### src/design/dsc_pkg.sv
// Shared types, codes and constants for the diagnostic session controller.
`default_nettype none

package dsc_pkg;

    // Field widths.
    localparam int OP_W      = 2;
    localparam int BYTE_W    = 8;
    localparam int TIME_W    = 16;
    localparam int S3_W      = 31;
    localparam int SEL_W     = 7;
    localparam int CFG_IDX_W = 3;
    localparam int CFG_DAT_W = 31;

    // Request checks.
    localparam logic [BYTE_W-1:0] VALID_REQ_LEN = 8'd2;
    localparam logic [BYTE_W-1:0] SID_POSITIVE_BIT = 8'h40;
    localparam logic [BYTE_W-1:0] SID_NEGATIVE = 8'h7F;

    // Subfunction values that select a session (suppress bit removed).
    localparam logic [SEL_W-1:0] SUB_DEFAULT     = 7'h01;
    localparam logic [SEL_W-1:0] SUB_PROGRAMMING = 7'h02;
    localparam logic [SEL_W-1:0] SUB_EXTENDED    = 7'h03;

    // Operation codes of an incoming item.
    typedef enum logic [OP_W-1:0] {
        OP_REQUEST = 2'd0,
        OP_RESTART = 2'd1,
        OP_TICK    = 2'd2,
        OP_UNUSED  = 2'd3
    } opcode_t;

    // Session codes.
    typedef enum logic [1:0] {
        SESS_DEFAULT     = 2'd1,
        SESS_PROGRAMMING = 2'd2,
        SESS_EXTENDED    = 2'd3
    } session_t;

    // Response kinds.
    typedef enum logic [1:0] {
        RESP_NONE     = 2'd0,
        RESP_POSITIVE = 2'd1,
        RESP_NEGATIVE = 2'd2
    } resp_kind_t;

    // Negative response codes.
    localparam logic [BYTE_W-1:0] NRC_NONE                = 8'h00;
    localparam logic [BYTE_W-1:0] NRC_NOT_SUPPORTED       = 8'h11;
    localparam logic [BYTE_W-1:0] NRC_SUBFUNC_UNSUPPORTED = 8'h12;
    localparam logic [BYTE_W-1:0] NRC_BAD_LENGTH          = 8'h13;

    // Configuration register indexes.
    typedef enum logic [CFG_IDX_W-1:0] {
        CFG_SERVICE_ENABLED    = 3'd0,
        CFG_FUNCTIONAL_ALLOWED = 3'd1,
        CFG_P2_TIME            = 3'd2,
        CFG_P2MAX_TIME         = 3'd3,
        CFG_S3_EXTENDED        = 3'd4,
        CFG_S3_PROGRAMMING     = 3'd5
    } cfg_index_t;

    // Reset values of the configuration registers.
    localparam logic [TIME_W-1:0] P2_TIME_RESET    = 16'd50;
    localparam logic [TIME_W-1:0] P2MAX_TIME_RESET = 16'd500;
    localparam logic [S3_W-1:0]   S3_RESET         = 31'd5000;

    // Configuration as seen by the processing logic.
    typedef struct packed {
        logic              service_enabled;
        logic              functional_allowed;
        logic [TIME_W-1:0] p2_time;
        logic [TIME_W-1:0] p2max_time;
        logic [S3_W-1:0]   s3_extended_ms;
        logic [S3_W-1:0]   s3_programming_ms;
    } cfg_t;

    // One incoming item.
    typedef struct packed {
        logic [OP_W-1:0]   opcode;
        logic [BYTE_W-1:0] req_length;
        logic [BYTE_W-1:0] service_id;
        logic [BYTE_W-1:0] subfunction_byte;
        logic              is_functional;
        logic [TIME_W-1:0] elapsed_ms;
    } item_t;

    // One result item.
    typedef struct packed {
        logic [1:0]        resp_kind;
        logic [BYTE_W-1:0] resp_sid;
        logic [BYTE_W-1:0] resp_param;
        logic [BYTE_W-1:0] nrc_code;
        logic [TIME_W-1:0] resp_p2;
        logic [TIME_W-1:0] resp_p2max;
        logic [1:0]        active_session;
        logic              timed_out;
    } result_t;

endpackage

`default_nettype wire

### src/design/diagnostic_session_controller.sv
// Top level of the diagnostic session controller: request and result registers.
//
//  Channel  | Handshake            | Payload
//  ---------+----------------------+---------------------------------------------
//  in       | in_valid / in_ready  | opcode, req_length, service_id,
//           |                      | subfunction_byte, is_functional, elapsed_ms
//  out      | out_valid / out_ready| resp_kind, resp_sid, resp_param, nrc_code,
//           |                      | resp_p2, resp_p2max, active_session, timed_out
//  cfg      | cfg_we               | cfg_index, cfg_wdata
//
// One request is accepted per cycle while in_ready is high; its single result moves
// from the request register into the result register and is held there until
// out_ready takes it. The session and timer registers update as the result loads.
// Reset returns to the default session with the timer stopped and the registers
// at their reset values. A stalled output holds its result while the request
// register keeps one more request; in_ready drops only when both are full.
`default_nettype none

module diagnostic_session_controller (
    input  wire logic                           clk,
    input  wire logic                           rst_n,
    input  wire logic                           cfg_we,
    input  wire logic [dsc_pkg::CFG_IDX_W-1:0]  cfg_index,
    input  wire logic [dsc_pkg::CFG_DAT_W-1:0]  cfg_wdata,
    input  wire logic                           in_valid,
    output logic                                in_ready,
    input  wire logic [dsc_pkg::OP_W-1:0]       opcode,
    input  wire logic [dsc_pkg::BYTE_W-1:0]     req_length,
    input  wire logic [dsc_pkg::BYTE_W-1:0]     service_id,
    input  wire logic [dsc_pkg::BYTE_W-1:0]     subfunction_byte,
    input  wire logic                           is_functional,
    input  wire logic [dsc_pkg::TIME_W-1:0]     elapsed_ms,
    output logic                                out_valid,
    input  wire logic                           out_ready,
    output logic [1:0]                          resp_kind,
    output logic [dsc_pkg::BYTE_W-1:0]          resp_sid,
    output logic [dsc_pkg::BYTE_W-1:0]          resp_param,
    output logic [dsc_pkg::BYTE_W-1:0]          nrc_code,
    output logic [dsc_pkg::TIME_W-1:0]          resp_p2,
    output logic [dsc_pkg::TIME_W-1:0]          resp_p2max,
    output logic [1:0]                          active_session,
    output logic                                timed_out
);
    import dsc_pkg::*;

    cfg_t    cfg;
    item_t   item_reg;
    logic    item_valid_reg;
    result_t result;
    result_t result_reg;
    logic    result_valid_reg;
    logic    advance;
    logic    in_accept;

    dsc_cfg_regs u_cfg_regs (
        .clk       (clk),
        .rst_n     (rst_n),
        .cfg_we    (cfg_we),
        .cfg_index (cfg_index),
        .cfg_wdata (cfg_wdata),
        .cfg       (cfg)
    );

    // The held request moves on whenever the result register is free or being read.
    assign advance   = item_valid_reg && (!result_valid_reg || out_ready);
    assign in_ready  = !item_valid_reg || advance;
    assign in_accept = in_valid && in_ready;

    dsc_core u_core (
        .clk    (clk),
        .rst_n  (rst_n),
        .advance(advance),
        .item   (item_reg),
        .cfg    (cfg),
        .result (result)
    );

    // Request register.
    always_ff @(posedge clk or negedge rst_n)
    begin
        if (!rst_n)
        begin
            item_valid_reg <= 1'b0;
        end
        else if (in_ready)
        begin
            item_valid_reg <= in_valid;
        end
    end

    always_ff @(posedge clk)
    begin
        if (in_accept)
        begin
            item_reg.opcode           <= opcode;
            item_reg.req_length       <= req_length;
            item_reg.service_id       <= service_id;
            item_reg.subfunction_byte <= subfunction_byte;
            item_reg.is_functional    <= is_functional;
            item_reg.elapsed_ms       <= elapsed_ms;
        end
    end

    // Result register.
    always_ff @(posedge clk or negedge rst_n)
    begin
        if (!rst_n)
        begin
            result_valid_reg <= 1'b0;
        end
        else if (advance)
        begin
            result_valid_reg <= 1'b1;
        end
        else if (out_ready)
        begin
            result_valid_reg <= 1'b0;
        end
    end

    always_ff @(posedge clk)
    begin
        if (advance)
        begin
            result_reg <= result;
        end
    end

    assign out_valid      = result_valid_reg;
    assign resp_kind      = result_reg.resp_kind;
    assign resp_sid       = result_reg.resp_sid;
    assign resp_param     = result_reg.resp_param;
    assign nrc_code       = result_reg.nrc_code;
    assign resp_p2        = result_reg.resp_p2;
    assign resp_p2max     = result_reg.resp_p2max;
    assign active_session = result_reg.active_session;
    assign timed_out      = result_reg.timed_out;

endmodule

`default_nettype wire

### src/design/dsc_cfg_regs.sv
// Configuration register file of the diagnostic session controller.
`default_nettype none

module dsc_cfg_regs (
    input  wire logic                           clk,
    input  wire logic                           rst_n,
    input  wire logic                           cfg_we,
    input  wire logic [dsc_pkg::CFG_IDX_W-1:0]  cfg_index,
    input  wire logic [dsc_pkg::CFG_DAT_W-1:0]  cfg_wdata,
    output dsc_pkg::cfg_t                       cfg
);
    import dsc_pkg::*;

    cfg_t cfg_reg;

    // Write the addressed register; unknown indexes are ignored.
    always_ff @(posedge clk or negedge rst_n)
    begin
        if (!rst_n)
        begin
            cfg_reg.service_enabled    <= 1'b1;
            cfg_reg.functional_allowed <= 1'b0;
            cfg_reg.p2_time            <= P2_TIME_RESET;
            cfg_reg.p2max_time         <= P2MAX_TIME_RESET;
            cfg_reg.s3_extended_ms     <= S3_RESET;
            cfg_reg.s3_programming_ms  <= S3_RESET;
        end
        else if (cfg_we)
        begin
            case (cfg_index_t'(cfg_index))
                CFG_SERVICE_ENABLED:    cfg_reg.service_enabled    <= cfg_wdata[0];
                CFG_FUNCTIONAL_ALLOWED: cfg_reg.functional_allowed <= cfg_wdata[0];
                CFG_P2_TIME:            cfg_reg.p2_time            <= cfg_wdata[TIME_W-1:0];
                CFG_P2MAX_TIME:         cfg_reg.p2max_time         <= cfg_wdata[TIME_W-1:0];
                CFG_S3_EXTENDED:        cfg_reg.s3_extended_ms     <= cfg_wdata[S3_W-1:0];
                CFG_S3_PROGRAMMING:     cfg_reg.s3_programming_ms  <= cfg_wdata[S3_W-1:0];
                default:                ;
            endcase
        end
    end

    assign cfg = cfg_reg;

endmodule

`default_nettype wire

### src/design/dsc_core.sv
// Session state, session timer and response decision for one item per cycle while advance is high.
`default_nettype none

module dsc_core (
    input  wire logic      clk,
    input  wire logic      rst_n,
    input  wire logic      advance,
    input  wire dsc_pkg::item_t item,
    input  wire dsc_pkg::cfg_t  cfg,
    output dsc_pkg::result_t result
);
    import dsc_pkg::*;

    session_t          session_reg;
    session_t          session_next;
    logic [S3_W-1:0]   timer_reg;
    logic [S3_W-1:0]   timer_next;
    logic [SEL_W-1:0]  sel;
    logic [S3_W-1:0]   elapsed_ext;
    result_t           res;

    assign sel         = item.subfunction_byte[SEL_W-1:0];
    assign elapsed_ext = {{(S3_W-TIME_W){1'b0}}, item.elapsed_ms};

    // Decide the response and the next session and timer values.
    always_comb
    begin
        res          = '0;
        session_next = session_reg;
        timer_next   = timer_reg;
        case (opcode_t'(item.opcode))
            OP_REQUEST:
            begin
                if (!cfg.service_enabled || (item.is_functional && !cfg.functional_allowed))
                begin
                    res.resp_kind  = RESP_NEGATIVE;
                    res.resp_sid   = SID_NEGATIVE;
                    res.resp_param = item.service_id;
                    res.nrc_code   = NRC_NOT_SUPPORTED;
                end
                else if (item.req_length != VALID_REQ_LEN)
                begin
                    res.resp_kind  = RESP_NEGATIVE;
                    res.resp_sid   = SID_NEGATIVE;
                    res.resp_param = item.service_id;
                    res.nrc_code   = NRC_BAD_LENGTH;
                end
                else if (!(sel inside {SUB_DEFAULT, SUB_PROGRAMMING, SUB_EXTENDED}))
                begin
                    res.resp_kind  = RESP_NEGATIVE;
                    res.resp_sid   = SID_NEGATIVE;
                    res.resp_param = item.service_id;
                    res.nrc_code   = NRC_SUBFUNC_UNSUPPORTED;
                end
                else
                begin
                    session_next = session_t'(sel[1:0]);
                    // The suppress bit silences only the positive response.
                    if (!item.subfunction_byte[BYTE_W-1])
                    begin
                        res.resp_kind  = RESP_POSITIVE;
                        res.resp_sid   = item.service_id | SID_POSITIVE_BIT;
                        res.resp_param = item.subfunction_byte;
                        res.resp_p2    = cfg.p2_time;
                        res.resp_p2max = cfg.p2max_time;
                    end
                end
            end
            OP_RESTART:
            begin
                // The default session has no timeout to load.
                case (session_reg)
                    SESS_EXTENDED:    timer_next = cfg.s3_extended_ms;
                    SESS_PROGRAMMING: timer_next = cfg.s3_programming_ms;
                    default:          ;
                endcase
            end
            OP_TICK:
            begin
                // A stopped timer ignores ticks; expiry falls back to default.
                if (timer_reg != '0)
                begin
                    if (elapsed_ext >= timer_reg)
                    begin
                        timer_next    = '0;
                        session_next  = SESS_DEFAULT;
                        res.timed_out = 1'b1;
                    end
                    else
                    begin
                        timer_next = timer_reg - elapsed_ext;
                    end
                end
            end
            default:
            begin
            end
        endcase
        res.active_session = session_next;
    end

    assign result = res;

    // Session state is updated when the item moves into the result register.
    always_ff @(posedge clk or negedge rst_n)
    begin
        if (!rst_n)
        begin
            session_reg <= SESS_DEFAULT;
            timer_reg   <= '0;
        end
        else if (advance)
        begin
            session_reg <= session_next;
            timer_reg   <= timer_next;
        end
    end

endmodule

`default_nettype wire
### config.mk
export PLATFORM = sky130hd
export DESIGN_NAME = diagnostic_session_controller
export DESIGN_NICKNAME = d
export VERILOG_FILES = /design/src/design/dsc_pkg.sv /design/src/design/diagnostic_session_controller.sv /design/src/design/dsc_cfg_regs.sv /design/src/design/dsc_core.sv
export SDC_FILE = /design/constraint.sdc
export NUM_CORES = 1
export LEC_CHECK = 0
export BUFFER_PORTS_ARGS = -buffer_cell sky130_fd_sc_hd__buf_2
export CAP_MARGIN = 10
export CORE_MARGIN = 5
export CORE_UTILIZATION = 60
export CTS_BUF_LIST = sky130_fd_sc_hd__clkbuf_4 sky130_fd_sc_hd__clkbuf_8
export CTS_CLUSTER_DIAMETER = 60
export DETAILED_ROUTE_END_ITERATION = 10
export GPL_TIMING_DRIVEN = 0
export PLACE_DENSITY = 0.83
export SYNTH_ARGS = -nofsm -noshare
export SYNTH_HDL_FRONTEND = slang
export SYNTH_SLANG_ARGS = --single-unit
### constraint.sdc
create_clock -name clk -period 5.35 [get_ports clk]
set_input_delay 0.8025 -clock clk [delete_from_list [all_inputs] [get_ports clk]]
set_output_delay 0.8025 -clock clk [all_outputs]
set_load 0.005 [all_outputs]
Word level (Yosys, flattened, before mapping) --
Index checks and enable logic that the tools add are counted. Widths: inputs -> output; s select.
Storage, ports and cells: register bits 235, input port bits 82, output and inout port bits 63, logic and storage cells 93
Operators by class: add/subtract/negate cells 1, magnitude comparators 1, equality and inequality tests 15, muxes and demuxes 18, bitwise operators 2, reduce and logical (&&, ||, !) cells 28
Operator list (number):
- $pmux 31 s2 | 2
- $mux 31 | 2
- $mux 26 | 2
- $ge 16x31->1 | 1
- $reduce_bool 31->1 | 1
- $sub 31x16->31 | 1
- $mux 18 | 1
- $mux 17 | 1
- $eq 7x2->1 const B | 2
- $reduce_and 2->1 | 7
- $mux 2 | 5
- $ne 8x2->1 const B | 1
- $eq 7x1->1 const B | 1
- $eq 2x2->1 const B | 3
- $eq 3x2->1 const B | 2
- $eq 3x3->1 const B | 2
- $mux 5 | 1
- $reduce_or 5->1 | 1
- $logic_not 1->1 | 4
- $pmux 2 s2 | 1
- $reduce_and 4->1 | 1
- $reduce_bool 2->1 | 2
- $reduce_or 4->1 | 1
- $eq 3x1->1 const B | 1
- other kinds (12) | 19

Longest topological paths before layout --
depth after elaboration 6, depth in mapped cells 12, gate-level depth less buffers 10

Cells and area by module --
Synthesis repeated with hierarchy kept, for this count alone.
Unflattened totals: cells, all modules 845, area, all modules 10561.4 um^2
By module, submodules not included:
- dsc_core | times used 1, cells each 526, area an instance 3688.5 um^2
- dsc_cfg_regs | times used 1, cells each 207, area an instance 3646.0 um^2
- diagnostic_session_controller | times used 1, cells each 112, area an instance 3226.8 um^2

Least setup slack after synthesis --
No wires, ideal clock.
path kind input to register, start input out_ready, end register u_core.timer_reg[0], library setup time 0.129 ns, data arrival time 3.287 ns, required time 5.221 ns, path slack 1.934 ns, stages on the path 8, buffers on the path 1, cells stage by stage nand2b_1 > nand2_1 > inv_1 > nand3_1 > a21oi_1 > clkbuf_1 > o221ai_1 > a21boi_0
On the way: word-level cells in the longest chain between the ends 3
Ends and longest elaborated chain:
- from (decl) | line diagnostic_session_controller.sv:34 | input wire logic out_ready,
- $logic_or 1x1->1 | line diagnostic_session_controller.sv:65 | assign advance = item_valid_reg && (!result_valid_reg || out_ready);
- $logic_and 1x1->1 | line diagnostic_session_controller.sv:65
- via advance | line diagnostic_session_controller.sv:52 | logic advance;
- $reduce_and 4->1 (no source line)
- to (signal assigned) | line dsc_core.sv:115 | timer_reg <= timer_next;
- to (decl) | line dsc_core.sv:16 | logic [S3_W-1:0] timer_reg;
The timed path passes the listed nets, and every way through them passes these cells. A chain may end at the register's enable or synchronous reset.

Worst setup path after layout --
start register u_core.timer_reg[8], end register u_core.timer_reg[21]
On the way: word-level cells in the longest chain between the ends 4
Ends and longest elaborated chain:
- $sub 31x16->31 / $ge 16x31->1 (equally long branches) | line dsc_core.sv:91, dsc_core.sv:83
- $mux 31 | line dsc_core.sv:83 | if (elapsed_ext >= timer_reg)
- $mux 31 | line dsc_core.sv:81 | if (timer_reg != '0)
- $pmux 31 s2 | line dsc_core.sv:31 | case (opcode_t'(item.opcode))
Several ways; a longest one is shown, not always the timed one. The select of a mux whose other input is x is not followed.

==> reports/qor.yml <==
ys_seq_elements: 229
r2r-start: "u_core.timer_reg[8]$_DFFE_PN0P_"
period_needed_ns: 2.94
postCtsSetupBuffers: 0
syn2layout_area_growth_pct: 17.2
htree_levels: 2
cap_violations: 0
power_mw: 5.12
first_iter_violations: 499
tightest_slew_ns: 1.05
largest_register_ffs: 96
clk-insertion-delay-late_ns: 0.54
crit_required_ns: 5.77
design_area_mm2: 0.0122
power_density_mw_per_mm2: 418
grt-ovfl-total: 0
start_kind: "flop"
grt_use_total: 0.241
fin_nets: 1133
yosysWarnings: 0
slew-limit-headroom: 0.297
ys.flop_type: "dfrtp_1"
busiest_layer: "met2"
portBuffers: 139
reg2reg_depth: 9
clk_pin_slew_ns: 0.06
routabilityCongestion: 0.945
cts_inserted_buffers: 37
period_share: 0.549
setup_viol: 0
start_util: 0.608
p_leak_nw: 5.25
use_met1: 0.317
async_flop_share: 0.572
tns_ns: 0
ant_nets: 0
syn-mean-instance-area_um2: 12.3
die-area_mm2: 0.0201
worst-r2r-setup-slack_ns: 2.41
clockBufferDepth: 3
finalMaxSlewViolations: 0
fmax_ghz: 0.340
drt_first_pass_iters: 5
grt_first_pass_wirelength_um: 38400
num_vias: 7395
run_status: "finished clean"
synth_edf_count: 98
criticalPathCategory: "reg2reg"
core-area_mm2: 0.0172
grt_max_degree: 96
use_met2: 0.396
finalHoldViolations: 0
cp-startpoint: "u_core.timer_reg[8]$_DFFE_PN0P_"
crit_path_end: "u_core.timer_reg[21]$_DFFE_PN0P_"
num_rows: 48
r2r_end: "u_core.timer_reg[21]$_DFFE_PN0P_"
cts_resized: 0
placed_cells: 1217
ys_types: 75
ctsHoldBuffers: 0
endpoint_kind: "flop"
placed_cell_area_mm2: 0.0115
yosysSeqAreaShare: 0.598
cts_root_buffer: "clkbuf_8"
rsz0062_at_grt: "false"
antennaDiodeCount: 0
cts_tree: "yes"
wire_per_inst_um: 18.5
dp_hpwl_um: 17300
fp.dieW_um: 142
drive_gt1_frac: 0.337
die_y_um: 142
antenna_found_initial: 0
use_met3: 0.0526
fin_cells: 1282
pin_count: 145
fin_skew_ns: 0.0173
critPathMaxFanout: 9
routed_wl_um: 23700
drc: 0
viasPerCell: 5.77
final_util: 0.713
syn_area_mm2: 0.0104
synth_cells: 846
vdd_ir_drop_max_mv: 0.252
first_global_vias: 7524
hp-class: "in2async"
cts.sinks: 229
cp.arrival_ns: 3.36
## through the flow
| step | hold WS (ns) | setup WS [ns] |
|---|---|---|
| 6_report | 0.165 | 2.41 |
| 3_3_place_gp | 0.477 | 0.854 |
| 5_1_grt | 0.158 | 2.25 |
| 2_1_floorplan | 0.457 | 1.93 |
| 4_1_cts | 0.163 | 2.41 |
| 3_5_place_dp | 0.488 | 2.42 |
## cell usage after synthesis (all sizes together), types with 5 or more instances
| cell | instances | area (um^2) |
|---|---|---|
| o21ai | 29 | 145 |
| nand2b | 11 | 68.8 |
| xnor2 | 5 | 43.8 |
| inv | 32 | 120 |
| dfstp | 21 | 552 |
| o211ai | 9 | 67.6 |
| nand3 | 15 | 75.1 |
| dfrtp | 110 | 2750 |
| buf | 19 | 125 |
| a211oi | 6 | 50.1 |
| ha | 19 | 238 |
| a21oi | 57 | 289 |
| edfxtp | 98 | 2940 |
| and2 | 43 | 269 |
| o22ai | 6 | 37.5 |
| mux2i | 12 | 120 |
| nand4 | 6 | 37.5 |
| nor4 | 11 | 90.1 |
| or2 | 7 | 43.8 |
| nor3 | 15 | 80.1 |
| a31oi | 9 | 56.3 |
| nor2 | 45 | 171 |
| a21o | 5 | 37.5 |
| mux2 | 96 | 1080 |
| clkbuf | 19 | 71.3 |
| nand2 | 68 | 255 |
## report_power, final
part | switching (mW) | internal, mW | total (mW)
logic | 0.692 | 0.556 | 1.25
registers | 0.212 | 2.18 | 2.39
clock network | 0.663 | 0.816 | 1.48
## layer usage
layer	vias to the layer above	share of wire
li1	3471	-
met1	3590	0.42
met2	273	0.49
met3	61	0.064
met4	0	0.031
met5	-	0
## critical path, cell delays in order (launching register included)
cell and delay [ns]:
dfrtp_1 0.40, ha_1 0.28, buf_2 0.17, a21oi_1 0.16, o22ai_1 0.11, nor3_1 0.43, a21oi_2 0.19, o21ai_1 0.68
a21oi_1 0.08, a211o_1 0.33
## cells by family after synthesis
family	after synthesis	share of synthesized area
simple gates	248	0.124
flops	229	0.598
compound gates	164	0.103
mux	108	0.115
buf+inv	70	0.0303
fa+ha+maj	20	0.0247
xor+xnor	6	0.00503
other cells	1	0.000359
## worst min-delay path by stage
stage	from	endpoint	slack, ns	cells past startpoint
after global routing	rst_n	u_cfg_regs.cfg[26]$_DFFE_PN0P_	0.16	1
after floorplan	item_valid_reg$_DFFE_PN0N_	out_valid$_DFFE_PN0P_	0.46	1
after detailed placement	u_cfg_regs.cfg[72]$_DFFE_PN0P_	u_cfg_regs.cfg[72]$_DFFE_PN0P_	0.49	1
final	rst_n	u_cfg_regs.cfg[26]$_DFFE_PN0P_	0.17	1
after CTS	rst_n	u_cfg_regs.cfg[27]$_DFFE_PN0P_	0.16	1
after global placement	item_valid_reg$_DFFE_PN0N_	out_valid$_DFFE_PN0P_	0.48	1
## placed cells by master, fill, tap and decap left out, drive strengths merged, types with 5 or more instances in the layout
| cell type | n |
|---|---|
| nand2 | 68 |
| o21ai | 29 |
| a21oi | 57 |
| dfstp | 21 |
| a21o | 5 |
| inv | 34 |
| conb | 5 |
| o211ai | 9 |
| nor3 | 15 |
| a31oi | 9 |
| or2 | 7 |
| mux2 | 96 |
| nand4 | 6 |
| dfrtp | 110 |
| edfxtp | 98 |
| nand3 | 15 |
| and2 | 43 |
| clkinv | 5 |
| xnor2 | 5 |
| clkbuf | 77 |
| nor2 | 45 |
| nor4 | 11 |
| buf | 161 |
| a211oi | 6 |
| nand2b | 11 |
| mux2i | 12 |
| ha | 19 |
| o22ai | 6 |
## final cells by class
class | count | area [um^2]
repair buffers | 142 | 777
flip-flops and latches | 229 | 6250
clock inverters | 7 | 40.0
fillers | 1232 | 4930
inverters | 32 | 120
well taps | 225 | 282
multi-input cells | 551 | 3890
plain buffers | 38 | 196
clock buffers | 58 | 686
Power figures use the tool's default switching activity.
